### config.mk
export PLATFORM = sky130hd
export DESIGN_NAME = abkf_mac
export DESIGN_NICKNAME = d
export VERILOG_FILES = /design/src/rtl/core/abkf_mac.sv
export SDC_FILE = /design/constraint.sdc
export NUM_CORES = 2
export LEC_CHECK = 0
export BUFFER_PORTS_ARGS = -buffer_cell sky130_fd_sc_hd__buf_2
export CORE_ASPECT_RATIO = 0.8
export CORE_UTILIZATION = 60
export DETAILED_ROUTE_END_ITERATION = 10
export MAX_ROUTING_LAYER = met4
export PLACE_DENSITY = 0.77
export SYNTH_ARGS = -nofsm -noshare
export SYNTH_HDL_FRONTEND = slang
export SYNTH_SLANG_ARGS = --single-unit
### constraint.sdc
create_clock -name clk_i -period 14.52 [get_ports clk_i]
set_input_delay 0.726 -clock clk_i [delete_from_list [all_inputs] [get_ports clk_i]]
set_output_delay 0.726 -clock clk_i [all_outputs]
set_load 0.05 [all_outputs]
### src/rtl/core/abkf_mac.sv
`default_nettype none
// Shared multiplier: signed 33x34 product, rounded right shift, then added to
// or subtracted from the addend.
module abkf_mac (
  input  wire logic               clk_i,
  input  wire logic signed [32:0] a_i,
  input  wire logic signed [33:0] b_i,
  input  wire logic [5:0]         shift_i,
  input  wire logic signed [65:0] add_i,
  input  wire logic               sub_i,
  output logic signed [65:0]      res_o
);

  logic signed [65:0] prod_q;
  logic [5:0]         shift_q;
  logic signed [65:0] add_q;
  logic               sub_q;
  logic signed [66:0] rnd;

  always_ff @(posedge clk_i) begin
    prod_q  <= 66'(a_i) * 66'(b_i);
    shift_q <= shift_i;
    add_q   <= add_i;
    sub_q   <= sub_i;
  end

  always_comb begin
    rnd   = (67'(prod_q) + (67'sd1 <<< (shift_q - 6'd1))) >>> shift_q;
    res_o = sub_q ? add_q - 66'(rnd) : add_q + 66'(rnd);
  end

endmodule
`default_nettype wire

==> Word-level counts from Yosys, hierarchy flattened <==
Cells that the tools add are included.
{ "op_classes": {"addsub": 4, "n_mul": 1, "shift": 2, "n_mux": 1} }
{ "ops": {"columns": ["operator", "n"], "rows": [
  ["adder 66 x 67 -> 67 bit", 1],
  ["<<< shifter 2 x 6 -> 67 bit, first input constant", 1],
  [">>> shifter 67 x 6 -> 66 bit", 1],
  ["adder 66 bit", 1],
  ["multiplier 33 x 34 -> 66 bit", 1],
  ["two-way mux 66 bit", 1],
  ["subtractor 66 bit", 1],
  ["subtractor 6 x 1 -> 6 bit, second input constant", 1]
]} }
{ "totals": {"reg_bits": 139, "in_bits": 141, "wordCells": 12} }

==> Logic depth before layout (Yosys ltp) <==
{ "depth": {"ltp_word": 6, "mapped_depth": 50} }

==> Least setup slack after synthesis <==
Ideal clock, no wire load.
{ "synth_timing": {"path_kind": "register to output", "startpoint": "reg shift_q[3]", "endpoint": "out res_o[64]", "arrival_ns": 11.584, "t_required_ns": 13.794, "setup_slack_ns": 2.210, "stages_incl_launch_ff": 46, "n_path_buf": 8, "cell_sequence": "dfxtp_1 -> clkbuf_1 -> buf_1 -> clkbuf_1 -> clkbuf_1 -> buf_1 -> buf_1 -> xnor2_1 -> nand3_1 -> nor2_1 -> ha_1 -> inv_1 -> fa_1 -> nand2b_1 -> a21o_1 -> a211o_1 -> and4_4 -> buf_6 -> [10 not listed] -> xor2_1 -> ha_1 -> clkbuf_1 -> a21o_1 -> a21o_1 -> a2111oi_0 -> nor4_1 -> a21oi_1 -> a21oi_1 -> a221oi_1 -> o21ai_0 -> a221o_1 -> a41o_1 -> o21ai_0 -> o31ai_1 -> a221oi_1 -> o31ai_1 -> xor2_1"} }
{ "synth_via": {"elab_chain_len": 6, "word_cells_on_any_way": 7, "cone_classes": "add/sub (4); shift (2); mux (1)"} }
{ "synth_rtl": {"columns": ["element", "line", "source"], "rows": [
  ["start: declaration", "15", "logic [5:0] shift_q;"],
  ["start signal: assignment", "22", "shift_q <= shift_i;"],
  ["subtractor 6 x 1 -> 6 bit", "28", "rnd = (67'(prod_q) + (67'sd1 <<< (shift_q - 6'd1))) >>> shift_q;"],
  ["<<< shifter 2 x 6 -> 67 bit", "28", null],
  ["adder 66 x 67 -> 67 bit", "28", null],
  [">>> shifter 67 x 6 -> 66 bit (*)", "28", null],
  ["adder 66 bit or subtractor 66 bit (tied branches)", "29", "res_o = sub_q ? add_q - 66'(rnd) : add_q + 66'(rnd);"],
  ["two-way mux 66 bit (*)", "29", null],
  ["end: declaration", "11", "output logic signed [65:0] res_o"]
]} }
Every way passes the cells marked *; elsewhere a longest branch is shown, timed or not.

==> Final worst setup path <==
{ "layout_timing": {"startpoint": "reg shift_q[1]", "endpoint": "out res_o[65]"} }
Same word-level chain as after synthesis.

==> results.md <==
- Outcome: completed
- TritonCTS Buffers: 17
- Hold crit path type: input pin to register
- Die ar.: 100000 um2
- Crit Path Class: register to output port
- Compound-Gate Fraction of Synth Area: 0.151
- RSZ-0062 raised after global routing: no
- Hold Vio Cnt, Final: 0
- CP peak stage delay: 780 ps
- CP Data Arrival Time: 13600 ps
- DRT Wirelength: 238000 um
- Relative slew slack: 0.123
- H-tree levels: 4
- Netlist cell types: 118
- Core area: 97500 um2
- Leading cell type in the layout, fill and taps excluded: fa_1
- Pre-CTS WS: 1020 ps
- Critical path endpoint category: output port
- Synth Flop Type: dfxtp_1
- Setup WS post-layout: 192 ps
- Syn_nets: 8790
- Final GP Congestion: 1.16
- Post-Syn Area per Cell: 8.35 um2
- WHS Path Cells: 1
- Period minus WS final: 14330 ps
- DR WL/cell: 28.2 um
- Final std cells w/o fill: 8453
- Vias in the first global route: 58300
- Post-Synth Simple-Gate Area: 0.189
- IO Count: 207
- Register area share after synthesis: 0.0467
- Initial Util: 0.610
- Overflow after GRT: 0
- Worst-Margin Slew: 1300 ps
- Multiplexer share of the synthesized area: 0.0158
- Global-route wire length before repair: 360000 um
- Warnings, synthesis: 0
- Vias/cell: 6.77
- Post-synth top area share: 0.393
- Asr flop ratio synth: 0
- Post-route cell area: 62700 um2
- Synthesized cell area: 59500 um2
- Largest family of logic cells by synthesized area: adder cells
- Die width: 354 um
- Via count: 57200
- Top cells by area, synth: fa_1 39%, ha_1 7.3%, inv_1 6.9%
- EDFF count, synth: 0
- Placed cells: 8411
- HPWL Detailed: 194000 um
- Most frequent cells in the layout: 1169 x fa_1, 1090 x inv_1, 1077 x nand2_1
- Synth-to-Final Area Change: 5.27%
- Share of layout cells above drive strength 1: 0.0781
- Final period utilization: 0.987
- Worst-path clk slew: 70 ps
- Final ANT Viol Nets: 0
- 1st-pass router iterations: 9
- Synthesized instance count: 7132
- Number of core rows: 102
- Largest net degree at the start of global routing: 71
- Clk root buf: clkbuf_16
- Final Max Tran Viols: 0
- Setup violators final: 0
- Synthesized flop and latch total: 139
- # DRC: 0
- Final #Nets: 8788
- Max Clk Rate: 69.8 MHz
- Xor-xnor portion of the synthesized cell area: 0.0349
- # Max-Cap Violations: 0
- Post-CTS Setup Bufs: 0
- Die Y: 284 um
- GRT Util Overall: 0.491
- Placed Area: 61900 um2
- Worst hold endpoint: add_q[13]
- Filler Cell Count: 7597
- TritonCTS sink count: 139
- WP data required: 13790 ps
- Hold wc startpoint: add_i[13]
- Crit path launch type: register
- Setup TNS: 0 ps
- Port Buf Inserts: 206
- First-iteration detailed-routing DRC count: 9052
- Initial antenna violation count: 9
- Critical Path Slowest Stage Cell: nor4_1
- CP max FO: 13
- Max clock buf depth: 2
- Area leader, netlist: fa_1
- CTS tree: built
- Synth Area in Adders: 0.466
## Yosys cell counts, types with 57 or more instances
master	count
nor2_1	372
xor2_1	80
a21o_1	114
xnor2_1	157
dfxtp_1	139
nand4_1	63
a211oi_1	57
nand3_1	106
nand2b_1	62
a31oi_1	65
o21ai_0	196
clkbuf_1	320
o21a_1	58
inv_1	1090
fa_1	1169
and2_1	344
a21oi_1	304
nand2_1	1078
nor3_1	100
ha_1	348
## what timing repair did
item                                    4_1_cts  5_1_grt
resized for setup                             0       14
hold endpoints to repair                      0        0
endpoints found under the setup margin        0       14
hold buffers                                  0        0
## per-stage QoR
step            util  hold WS, ps
6_report       0.643          312
5_1_grt        0.643          293
3_3_place_gp   0.635          828
2_1_floorplan      -          754
3_5_place_dp   0.635          830
4_1_cts        0.642          294
## kinds of logic (layout without fill, tap and decap cells)
kind of cell / count (synthesis) / in the layout
AND/OR/NAND/NOR: 2376 / 2376
XOR/XNOR: 237 / 237
adder cells (fa/ha/maj): 1517 / 1517
flip-flops: 139 / 139
other: 0 / 10
multiplexers: 73 / 73
AO/OA/AOI/OAI: 1290 / 1290
buffers and inverters: 1500 / 1511
## flip-flops by register name (all words and copies together) (netlist names)
| signal | flops |
|---|---|
| add_q | 66 |
| prod_q | 66 |
| shift_q | 6 |
| sub_q | 1 |
## per-layer routing
| metal | GRT usage | wire length (um) | vias up |
|---|---|---|---|
| met5 | - | 0 | - |
| met1 | 0.681 | 94300 | 28300 |
| met3 | 0.191 | 39400 | 917 |
| met2 | 0.654 | 95300 | 4801 |
| li1 | - | - | 23300 |
| met4 | 0.153 | 9150 | 0 |
## worst max-delay path by stage
stage / end / start / slack [ps]
after global placement: res_o[65] / shift_q[1] / 870
after detailed placement: res_o[65] / shift_q[1] / 1020
after CTS: res_o[65] / shift_q[1] / 440
final: res_o[65] / shift_q[1] / 190
after floorplan: res_o[64] / shift_q[3] / 2210
after global routing: res_o[64] / shift_q[1] / 70
## final cells by class
cell class,count,area (um2),area share
multi-input combinational,5493,51100,0.815
timing repair buffer,383,2360,0.0376
inverter,1096,4110,0.0657
clock buffer,18,439,0.00701
antenna,10,25.0,0.000399
sequential,139,2790,0.0446
clock inverter,14,234,0.00373
tap,1300,1630,0.0260
## critical path: cells and delay by family (launching register included)
family,cells,cell delay (ps)
XOR/XNOR,4,860
AND/OR/NAND/NOR,11,3760
AO/OA/AOI/OAI,19,6180
buffers and inverters,6,1090
adder cells (fa/ha/maj),2,830
flip-flops,1,350
Power is not shown: default switching activity piles up to over one toggle a cycle in this logic, so the estimate is an artifact.
