$ cat config.mk
export PLATFORM = sky130hd
export DESIGN_NAME = abkf_div
export DESIGN_NICKNAME = d
export VERILOG_FILES = /design/src/rtl/core/abkf_pkg.sv /design/src/rtl/core/abkf_div.sv
export SDC_FILE = /design/constraint.sdc
export NUM_CORES = 1
export LEC_CHECK = 0
export BUFFER_PORTS_ARGS = -buffer_cell sky130_fd_sc_hd__buf_2
export CAP_MARGIN = 40
export CORE_ASPECT_RATIO = 0.9
export CORE_MARGIN = 2
export CORE_UTILIZATION = 50
export DETAILED_ROUTE_END_ITERATION = 8
export MAX_ROUTING_LAYER = met4
export PLACE_DENSITY = 0.77
export SLEW_MARGIN = 20
export SYNTH_ARGS = -nofsm -noshare
export SYNTH_HDL_FRONTEND = slang
export SYNTH_SLANG_ARGS = --single-unit
$ cat constraint.sdc
create_clock -name clk_i -period 9.2 [get_ports clk_i]
set_input_delay 0 -clock clk_i [delete_from_list [all_inputs] [get_ports clk_i]]
set_output_delay 0 -clock clk_i [all_outputs]
set_load 0.05 [all_outputs]
$ cat src/rtl/core/abkf_pkg.sv
`default_nettype none
package abkf_pkg;

  localparam int unsigned DtFracBits = 24;
  localparam int unsigned DataW      = 32;
  localparam int unsigned NoiseW     = 31;

  localparam logic [1:0] RegAngleNoise   = 2'd0;
  localparam logic [1:0] RegBiasNoise    = 2'd1;
  localparam logic [1:0] RegMeasureNoise = 2'd2;
  localparam logic [1:0] RegStartAngle   = 2'd3;

  localparam logic CmdUpdate  = 1'b0;
  localparam logic CmdRestart = 1'b1;

  typedef struct packed {
    logic              start;
    logic signed [65:0] num;
    logic signed [65:0] den;
  } div_req_t;

  typedef struct packed {
    logic              busy;
    logic              done;
    logic signed [65:0] quot;
  } div_rsp_t;

  function automatic logic signed [31:0] clip32(input logic signed [65:0] v,
                                                output logic             f);
    logic signed [65:0] mx;
    logic signed [65:0] mn;
    begin
      mx = 66'sd2147483647;
      mn = -66'sd2147483648;
      f  = 1'b0;
      if (v > mx) begin
        f = 1'b1;
        clip32 = 32'sh7fffffff;
      end else if (v < mn) begin
        f = 1'b1;
        clip32 = 32'sh80000000;
      end else begin
        clip32 = v[31:0];
      end
    end
  endfunction

endpackage
`default_nettype wire

$ cat src/rtl/core/abkf_div.sv
`default_nettype none
// Signed restoring divider, one quotient bit per cycle, truncates toward zero.
module abkf_div (
  input  wire logic              clk_i,
  input  wire logic              rst_ni,
  input  wire abkf_pkg::div_req_t req_i,
  output abkf_pkg::div_rsp_t     rsp_o
);

  localparam int unsigned W = 66;

  logic [W-1:0] rem_q, rem_d, quo_q, quo_d, dvs_q, dvs_d;
  logic         neg_q, neg_d, busy_q, busy_d, done_q, done_d;
  logic [6:0]   cnt_q, cnt_d;
  logic [W:0]   trial;
  logic [W-1:0] shifted;

  always_comb begin
    rem_d  = rem_q;
    quo_d  = quo_q;
    dvs_d  = dvs_q;
    neg_d  = neg_q;
    busy_d = busy_q;
    cnt_d  = cnt_q;
    done_d = 1'b0;
    shifted = {rem_q[W-2:0], quo_q[W-1]};
    trial   = {1'b0, shifted} - {1'b0, dvs_q};
    if (req_i.start) begin
      rem_d  = '0;
      quo_d  = req_i.num[W-1] ? W'(-req_i.num) : W'(req_i.num);
      dvs_d  = req_i.den[W-1] ? W'(-req_i.den) : W'(req_i.den);
      neg_d  = req_i.num[W-1] ^ req_i.den[W-1];
      busy_d = 1'b1;
      cnt_d  = 7'(W);
    end else if (busy_q) begin
      if (!trial[W]) begin
        rem_d = trial[W-1:0];
        quo_d = {quo_q[W-2:0], 1'b1};
      end else begin
        rem_d = shifted;
        quo_d = {quo_q[W-2:0], 1'b0};
      end
      cnt_d = cnt_q - 7'd1;
      if (cnt_q == 7'd1) begin
        busy_d = 1'b0;
        done_d = 1'b1;
      end
    end
  end

  always_ff @(posedge clk_i or negedge rst_ni) begin
    if (!rst_ni) begin
      busy_q <= 1'b0;
      done_q <= 1'b0;
      cnt_q  <= '0;
    end else begin
      busy_q <= busy_d;
      done_q <= done_d;
      cnt_q  <= cnt_d;
    end
  end

  always_ff @(posedge clk_i) begin
    rem_q <= rem_d;
    quo_q <= quo_d;
    dvs_q <= dvs_d;
    neg_q <= neg_d;
  end

  assign rsp_o.busy = busy_q;
  assign rsp_o.done = done_q;
  assign rsp_o.quot = neg_q ? -$signed(quo_q) : $signed(quo_q);

endmodule
`default_nettype wire

======== Word level (Yosys, flattened, before mapping) ========
Cells that the tools add are included.
storage, ports and cells
  logic and storage cells ................. 31
  flip-flop bits (word level) ............. 207
  output and inout bits ................... 68
  bits in writable memories ............... 0
  memories ................................ 0
  bits of input ports ..................... 135
  latch bits .............................. 0
  ROM bits ................................ 0
cells by class
  div/mod/pow operators ................... 0
  magnitude comparators ................... 0
  reduce and logical (&&, ||, !) cells .... 1
  bitwise logic cells ..................... 1
  shift-type cells ........................ 0
  multipliers ............................. 0
  add/sub/neg operators ................... 5
  equality and inequality tests ........... 1
  multiplexer cells ....................... 15
operators with widths
  operator             count
  $mux 66              4
  $neg 66->66          3
  $mux 65              2
  $sub 66x66->67       1
  $mux 7               2
  $eq 7x1->1 const B   1
  $mux 1               7
  $sub 7x1->7 const B  1
  $reduce_bool 2->1    1
  $xor 1x1->1          1

======== Longest topological paths before layout ========
Gate-level depths: netlist of run 1.
  word-level depth ........................ 4
  mapped depth ............................ 16
  mapped depth without buffers ............ 14

======== Worst setup path after synthesis of run 1 ========
Ideal clock, no wire load.
  kind .................................... register to register
  start point ............................. reg quo_q[65]
  end point ............................... reg rem_q[54]
  period minus slack after synthesis ...... 3.465 ns
  data arrival time ....................... 3.350 ns
  setup time .............................. 0.115 ns
  setup slack ............................. 5.735 ns
  stages on the path, launching flop included .. 15
  path through ............................ edfxtp_1 inv_1 ha_1 inv_1 fa_1 a211oi_1 o21ai_0 a211oi_1 o221ai_1 a31oi_1 o21ai_0 a31oi_1 o21ai_0 xnor2_1 a2111oi_0
between the ends
  longest elaborated chain between the ends .. 2
RTL lines
  element                   RTL line        source
  start: declaration        abkf_div.sv:12  logic [W-1:0] rem_q, rem_d, quo_q, quo_d, dvs_q, dvs_d;
  start signal: assignment  abkf_div.sv:65  quo_q <= quo_d;
  $sub 66x66->67            abkf_div.sv:27  trial = {1'b0, shifted} - {1'b0, dvs_q};
  $mux 65                   abkf_div.sv:36  if (!trial[W]) begin
  end signal: assignment    abkf_div.sv:64  rem_q <= rem_d;
  end: declaration          abkf_div.sv:12
No other way between the ends.
A chain may end at the register's enable or synchronous reset.

==> run metrics, run 1 <==
Req. time, crit path ~9200 ps; Multi-input gate area roughly 10000 µm²; r2r worst-path depth 15; clock-pin slew on the worst setup and hold paths 60 ps; total track usage 0.278; Seq pwr share 0.375; ys async rst share 0.0435; Power Total a little over 3 mW; Syn Std Cell Area around 16,000 µm²; Die Area 34,100 µm²; most frequent cells in the layout buf_2 (201), nor2_1 (192), xnor2_1 (177); R2R Setup Slk between 4000 and 5000 ps; clock buffer depth 3; hpwl dp 33,000 µm; Switching Share 0.357; Slew headroom 0.466; Mapped Avg Cell Area 8.50 µm²; CP startpoint quo_q[5]; Synth area leaders edfxtp_1 (24%), xnor2_1 (9.5%), dfxtp_1 (8.0%); RSZ-0062 raised after global routing no; Placed Area around 18,000 µm²; power share of the clock group 0.308; # setup viols final 0; Unique masters post-synth 74; share of cells above drive strength 1 0.130; Fin Hold WS around 35 ps; EDFF count, synth between 100 and 150; total wire length roughly 48,000 µm; Tmin final 4580 ps; Achievable Freq 0.218 GHz; 1st-iter DRT viols approximately 1,500; Leak Pwr around 7.9 nW; Internal about 2 mW; Port Buffer Count a little over 200; DRC violations left 0; worst r2r dst rem_q[61]; Routed WL per cell ~18 µm; Switch Pwr between 1 and 1.5 mW; Row Count 62; HP Class input pin to register; final-report hold violation count 0; total grt overflow 0; Reg2Reg Launch Point quo_q[65]; critical path endpoint rsp_o[60]; Fin Setup TNS 0 ps; Max Cap Viol 0; Power per Cell Area 155 nW/µm²; H-tree Lvls 1; Comb power frac 0.317; largest family of logic cells by synthesized area compound AO/OA/AOI/OAI gates; Die X a little under 200 µm; count of filler cells inserted in the layout around 2,600; I/O Pins between 200 and 250; clock sinks around 210; period utilisation layout 0.498; Post-Synthesis Cells approximately 1,900; first-pass GRT wire length roughly 76,000 µm; FF/Latch Area between 5000 and 6000 µm²; post-synthesis sequential area ratio 0.338; clk root buf clkbuf_16; most common cell after layout, fill and taps aside buf_2; crit-path max FO 5; 1st-pass router iterations 6; vias per cell roughly 6.0; largest net degree at the start of global routing 168; Starting Density 0.509; xor/xnor share of the synthesized area 0.134; worst slack, placed ~5000 ps; Peak supply drop about 150 µV; Synth Area in Adders 0.0557; Area growth, synth to finish 22.8%; Slew Limit Fails 0; Synth Net Count around 2,100; NumNets Final 2,426; Synth top area share 0.245; CP Launch Type register; antenna violations before repair 1; Setup CP Type register to primary output; CTS Buf Count 24; vias after detailed routing about 16,000; Warnings, synthesis 0; status completed; DIE HEIGHT roughly 180 µm; Least-Margin Pin Slew ~800 ps; FF+latch count, synth between 200 and 250; post-synthesis compound-gate area fraction 0.218; Simple-Gate Fraction of Synth Area 0.169; vias in the first global route 15,100; gpl congestion 0.942; CTS tree done; mux share of post-synthesis cell area 0.0359; cell taking the most area after synthesis edfxtp_1; Final ANT Viol Nets 0; CP endpoint kind primary output; core outline area 32,000 µm²; Synth Flop Type edfxtp_1; Clock Skew roughly 16 ps; CP Data Arrival Time approximately 4600 ps; setup bufs post-CTS 0; setup ws final about 4600 ps; Design Area, Final 20,000 µm²; worst skew pair latency 540 ps
==> cell type report <==
type | count | share of cell area
multi-input combinational | 1506 | 0.499
timing repair buffer | 378 | 0.140
clock inverter | 10 | 0.00444
tap | 416 | 0.0260
inverter | 102 | 0.0191
sequential | 207 | 0.276
clock buffer | 34 | 0.0350
antenna | 2 | 0.000250
==> critical path, cell delays in order, from the launching register on <==
cell and delay, ps:
edfxtp_1 450, or4_1 600, nor4_1 620, and4bb_2 380
nand3_1 220, or2_1 370, nand2b_1 230, nor2_1 170
nand2_1 170, o41ai_1 370, xnor2_1 160, buf_2 310
==> through the flow <==
stage,instances,util
after detailed placement,2442,0.547
after global routing,2654,0.625
after CTS,2652,0.624
after global placement,2441,0.547
after floorplan,1919,-
final,2655,0.625
==> flip-flops by register name, summed over array words and instances, names as in the netlist <==
signal / flops
busy_q: 1
cnt_q: 7
done_q: 1
dvs_q: 66
neg_q: 1
quo_q: 66
rem_q: 65
==> power by group through the flow <==
| stage | Sequential [mW] | Combinational [mW] | Clock, mW |
|---|---|---|---|
| floorplan | 1.16 | 0.680 | 0 |
| global placement | 1.18 | 0.884 | 0 |
| detailed placement | 1.18 | 0.898 | 0 |
| CTS | 1.16 | 0.968 | 0.969 |
| global route | 1.18 | 1.05 | 1.01 |
| finish | 1.17 | 0.984 | 0.957 |
==> synthesized netlist by cell type, types with 23 or more instances <==
cell type  count
or4_1         23
a21o_1        35
nor4_1        26
nor2_1       192
inv_1        102
xor2_1        72
a21oi_1      144
mux2i_1       45
xnor2_1      177
edfxtp_1     133
o21ai_0      130
nor3_1        33
nand2_1      159
ha_1          71
o41ai_1       34
o31ai_1       54
nand3_1       28
a211oi_1      57
dfxtp_1       65
clkbuf_1      86
or3_1         25
==> worst min-delay path by stage <==
stage	start	endpoint	depth (start not counted)
after floorplan	rst_ni	busy_q	0
after global placement	rst_ni	done_q	1
after detailed placement	rst_ni	done_q	1
after CTS	req_i[120]	quo_q[54]	3
after global routing	req_i[120]	quo_q[54]	3
final	req_i[120]	quo_q[54]	3
==> what timing repair did <==
item	CTS	global route
endpoints found under the hold margin	139	0
hold buffers	166	0
resized for setup	0	0
endpoints found under the setup margin	0	0
==> per-layer routing <==
layer	up-vias	share of wire	GRT usage
met5	-	0	-
met4	0	0.038	0.108
met3	152	0.070	0.0344
met2	740	0.46	0.439
met1	7450	0.43	0.366
li1	7583	-	-
==> cell families after synthesis <==
family / count (synthesis)
compound gates: 549
xor+xnor: 249
fa+ha+maj: 72
buf+inv: 206
flops: 207
mux: 57
simple gates: 579
No activity file was read; power rests on OpenSTA's default activity.
==> inputs of run 2 (changes only) <==
--- a/config.mk
+++ b/config.mk
@@ -5,6 +5,7 @@
 export SDC_FILE = /design/constraint.sdc
 export NUM_CORES = 1
 export LEC_CHECK = 0
+export ABC_AREA = 1
 export BUFFER_PORTS_ARGS = -buffer_cell sky130_fd_sc_hd__buf_2
 export CAP_MARGIN = 40
 export CORE_ASPECT_RATIO = 0.9
@@ -12,7 +13,7 @@
 export CORE_UTILIZATION = 50
 export DETAILED_ROUTE_END_ITERATION = 8
 export MAX_ROUTING_LAYER = met4
-export PLACE_DENSITY = 0.77
+export PLACE_DENSITY = 0.79
 export SLEW_MARGIN = 20
 export SYNTH_ARGS = -nofsm -noshare
 export SYNTH_HDL_FRONTEND = slang
==> constraint.sdc (replaced) <==
create_clock -name clk_i -period 4.05 [get_ports clk_i]
set_input_delay 0 -clock clk_i [delete_from_list [all_inputs] [get_ports clk_i]]
set_output_delay 0 -clock clk_i [all_outputs]
set_load 0.05 [all_outputs]
==> run metrics, run 2 <==
Port Buffer Count a little over 200; DRT met1 WL 40,000 µm; Req. time, crit path 4520 ps; Slew Limit Fails 0; Clock Skew between 20 and 30 ps; Post-Synthesis Cells between 3,000 and 4,000; first-pass GRT wire length roughly 130,000 µm; worst hold path stage count 2; status completed; top routing layer used met4; hpwl dp ~68,000 µm; CP Data Arrival Time between 3000 and 4000 ps; Unique masters post-synth 48; top-count cell post-synth nand2_1; CTS Buf Count 26; period utilisation layout 0.814; Routed WL per cell around 20 µm; worst r2r dst rem_q[60]; Mapped Avg Cell Area between 6 and 7 µm²; FF+latch count, synth 207; WL met3 ~11,000 µm; setup bufs post-CTS 0; post-synthesis sequential area ratio 0.260; # setup viols final 0; Setup CP Type register to register; Synth Net Count ~3,700; HP Class input pin to register; Final ANT Viol Nets 0; clock sinks roughly 210; largest net degree at the start of global routing between 90 and 100; total grt overflow 0; Area growth, synth to finish 17.2%; ys async rst share 0.0435; total track usage 0.397; Synth Flop Type edfxtp_1; WP buf/inv 4; clk root buf clkbuf_16; Fin Setup TNS 0 ps; clock-pin slew on the worst setup and hold paths 60 ps; CTS tree done; Fin Hold WS about 25 ps; gpl congestion between 1 and 1.5; CP max stage delay about 690 ps; Least-Margin Pin Slew a little under 900 ps; Starting Density 0.507; CP max stage cell buf_4; r2r worst-path depth 17; share of cells above drive strength 1 0.0871; crit-path max FO 66; vias after detailed routing 24,200; Max Cap Viol 0; Warnings, synthesis 0; vias in the first global route ~22,000; Leak Pwr between 10 and 15 nW; hold path start req_i[65]; Synth area leaders nand2_1 (21%), edfxtp_1 (19%), inv_1 (11%); CP endpoint kind register; Reg2Reg Launch Point quo_q[65]; total wire length about 87,000 µm; Synth top area share 0.205; Tmin final between 3000 and 4000 ps; I/O Pins just over 200; Row Count 71; CP startpoint quo_q[65]; EDFF count, synth around 130; 1st-pass router iterations 6; Top Registers dvs_q x66, quo_q x66, rem_q x65; CP Launch Type register; most frequent cells in the layout nand2_1 (1,161), inv_1 (642), nor2_1 (384); vias per cell 5.52; Die Area roughly 44,000 µm²; metal2 WL between 30,000 and 40,000 µm; Power per Cell Area 299 nW/µm²; H-tree Lvls 1; R2R Setup Slk 750 ps; Syn Std Cell Area 21,200 µm²; Hold EP dvs_q[40]; RSZ-0062 raised after global routing no; core outline area roughly 42,000 µm²; Slew headroom 0.406; Die X 221 µm; most common cell after layout, fill and taps aside nand2_1; worst skew pair latency around 590 ps; Largest delay share family, worst path simple AND/OR/NAND/NOR gates; DRC violations left 0; clock buffer depth 3; 1st-iter DRT viols around 3,300; Achievable Freq slightly above 0.3 GHz; DIE HEIGHT 200 µm; Peak supply drop about 340 µV; CP dominant cell by count nand2_2; cell taking the most area after synthesis nand2_1; NumNets Final about 4,000; Post-synth top cells nand2_1 (1,161), inv_1 (644), nor2_1 (386); final-report hold violation count 0; antenna violations before repair 4; critical-path cell list inv_1 -> ha_1 -> inv_1 -> fa_1 -> nand3_1 -> nand3_2 -> nand2_2 -> nand2_2 -> nand2_2 -> nand2_2 -> nand2_4 -> buf_4 -> nand3_1 -> nand2_1 -> inv_1 -> nand2_1 -> nand2_1
[run 2: area by class of cell]
| class | count | area (µm²) |
|---|---|---|
| Inverter | 658 | 2470 |
| Multi-Input combinational cell | 2587 | 12800 |
| Antenna cell | 4 | 10.0 |
| Sequential cell | 207 | 5520 |
| Timing Repair Buffer | 345 | 2480 |
| Tap cell | 547 | 684 |
| Clock buffer | 31 | 679 |
| Clock inverter | 17 | 219 |
| Fill cell | 4093 | 16900 |
[run 2: cell families (layout without fill, tap and decap cells)]
group                      after synthesis  after routing  share of synthesized area
and+or+nand+nor                       2053           2053                      0.412
buffers and inverters                  736           1051                      0.136
AOI/OAI and AO/OA                      262            262                     0.0659
DFF                                    207            207                      0.260
xor gates and xnor gates               200            200                     0.0825
adders and majority gates               72             72                     0.0428
other                                    0              4                          0
[run 2: worst register-to-register path: stages, from the launching register on]
cell and delay (ps):
edfxtp_1 550, inv_1 150, ha_1 150, inv_1 60, fa_1 440, nand3_1 150, nand3_2 180, nand2_2 110
nand2_2 70, nand2_2 80, nand2_2 70, nand2_4 70, buf_4 690, nand3_1 170, nand2_1 100, inv_1 40
nand2_1 60, nand2_1 60
[run 2: what timing repair did]
action | CTS | global route
endpoints found under the hold margin | 124 | 0
hold buffers | 124 | 0
resized for setup | 0 | 0
[run 2: metrics by stage]
step | utilization | area, µm² | power (mW) | worst slack [ps] | cells
6_report | 0.595 | 24900 | 7.46 | 754 | 4396
3_5_place_dp | 0.543 | 22700 | 4.75 | 856 | 4219
2_1_floorplan | - | 21200 | 4.02 | 935 | 3530
4_1_cts | 0.595 | 24900 | 7.34 | 819 | 4391
3_3_place_gp | 0.542 | 22700 | 4.74 | 903 | 4216
5_1_grt | 0.595 | 24900 | 7.69 | 515 | 4396
[run 2: power by group]
| group | internal (mW) | total, mW | switching [mW] |
|---|---|---|---|
| Clock | 1.46 | 2.54 | 1.08 |
| Combinational | 0.624 | 2.32 | 1.70 |
| Sequential | 2.44 | 2.59 | 0.144 |
[run 2: routing by layer]
layer	global-route usage	up-vias
met5	-	-
met4	0.0915	0
met3	0.0995	165
met2	0.529	1424
met1	0.589	11000
li1	-	11600
[run 2: worst max-delay path by stage]
stage / to / slack, ps / cells after the start
global route: rsp_o[38] / 520 / 12
floorplan: quo_q[0] / 930 / 3
global placement: rem_q[53] / 900 / 17
finish: rem_q[60] / 750 / 17
CTS: rsp_o[38] / 820 / 12
detailed placement: rem_q[42] / 860 / 17
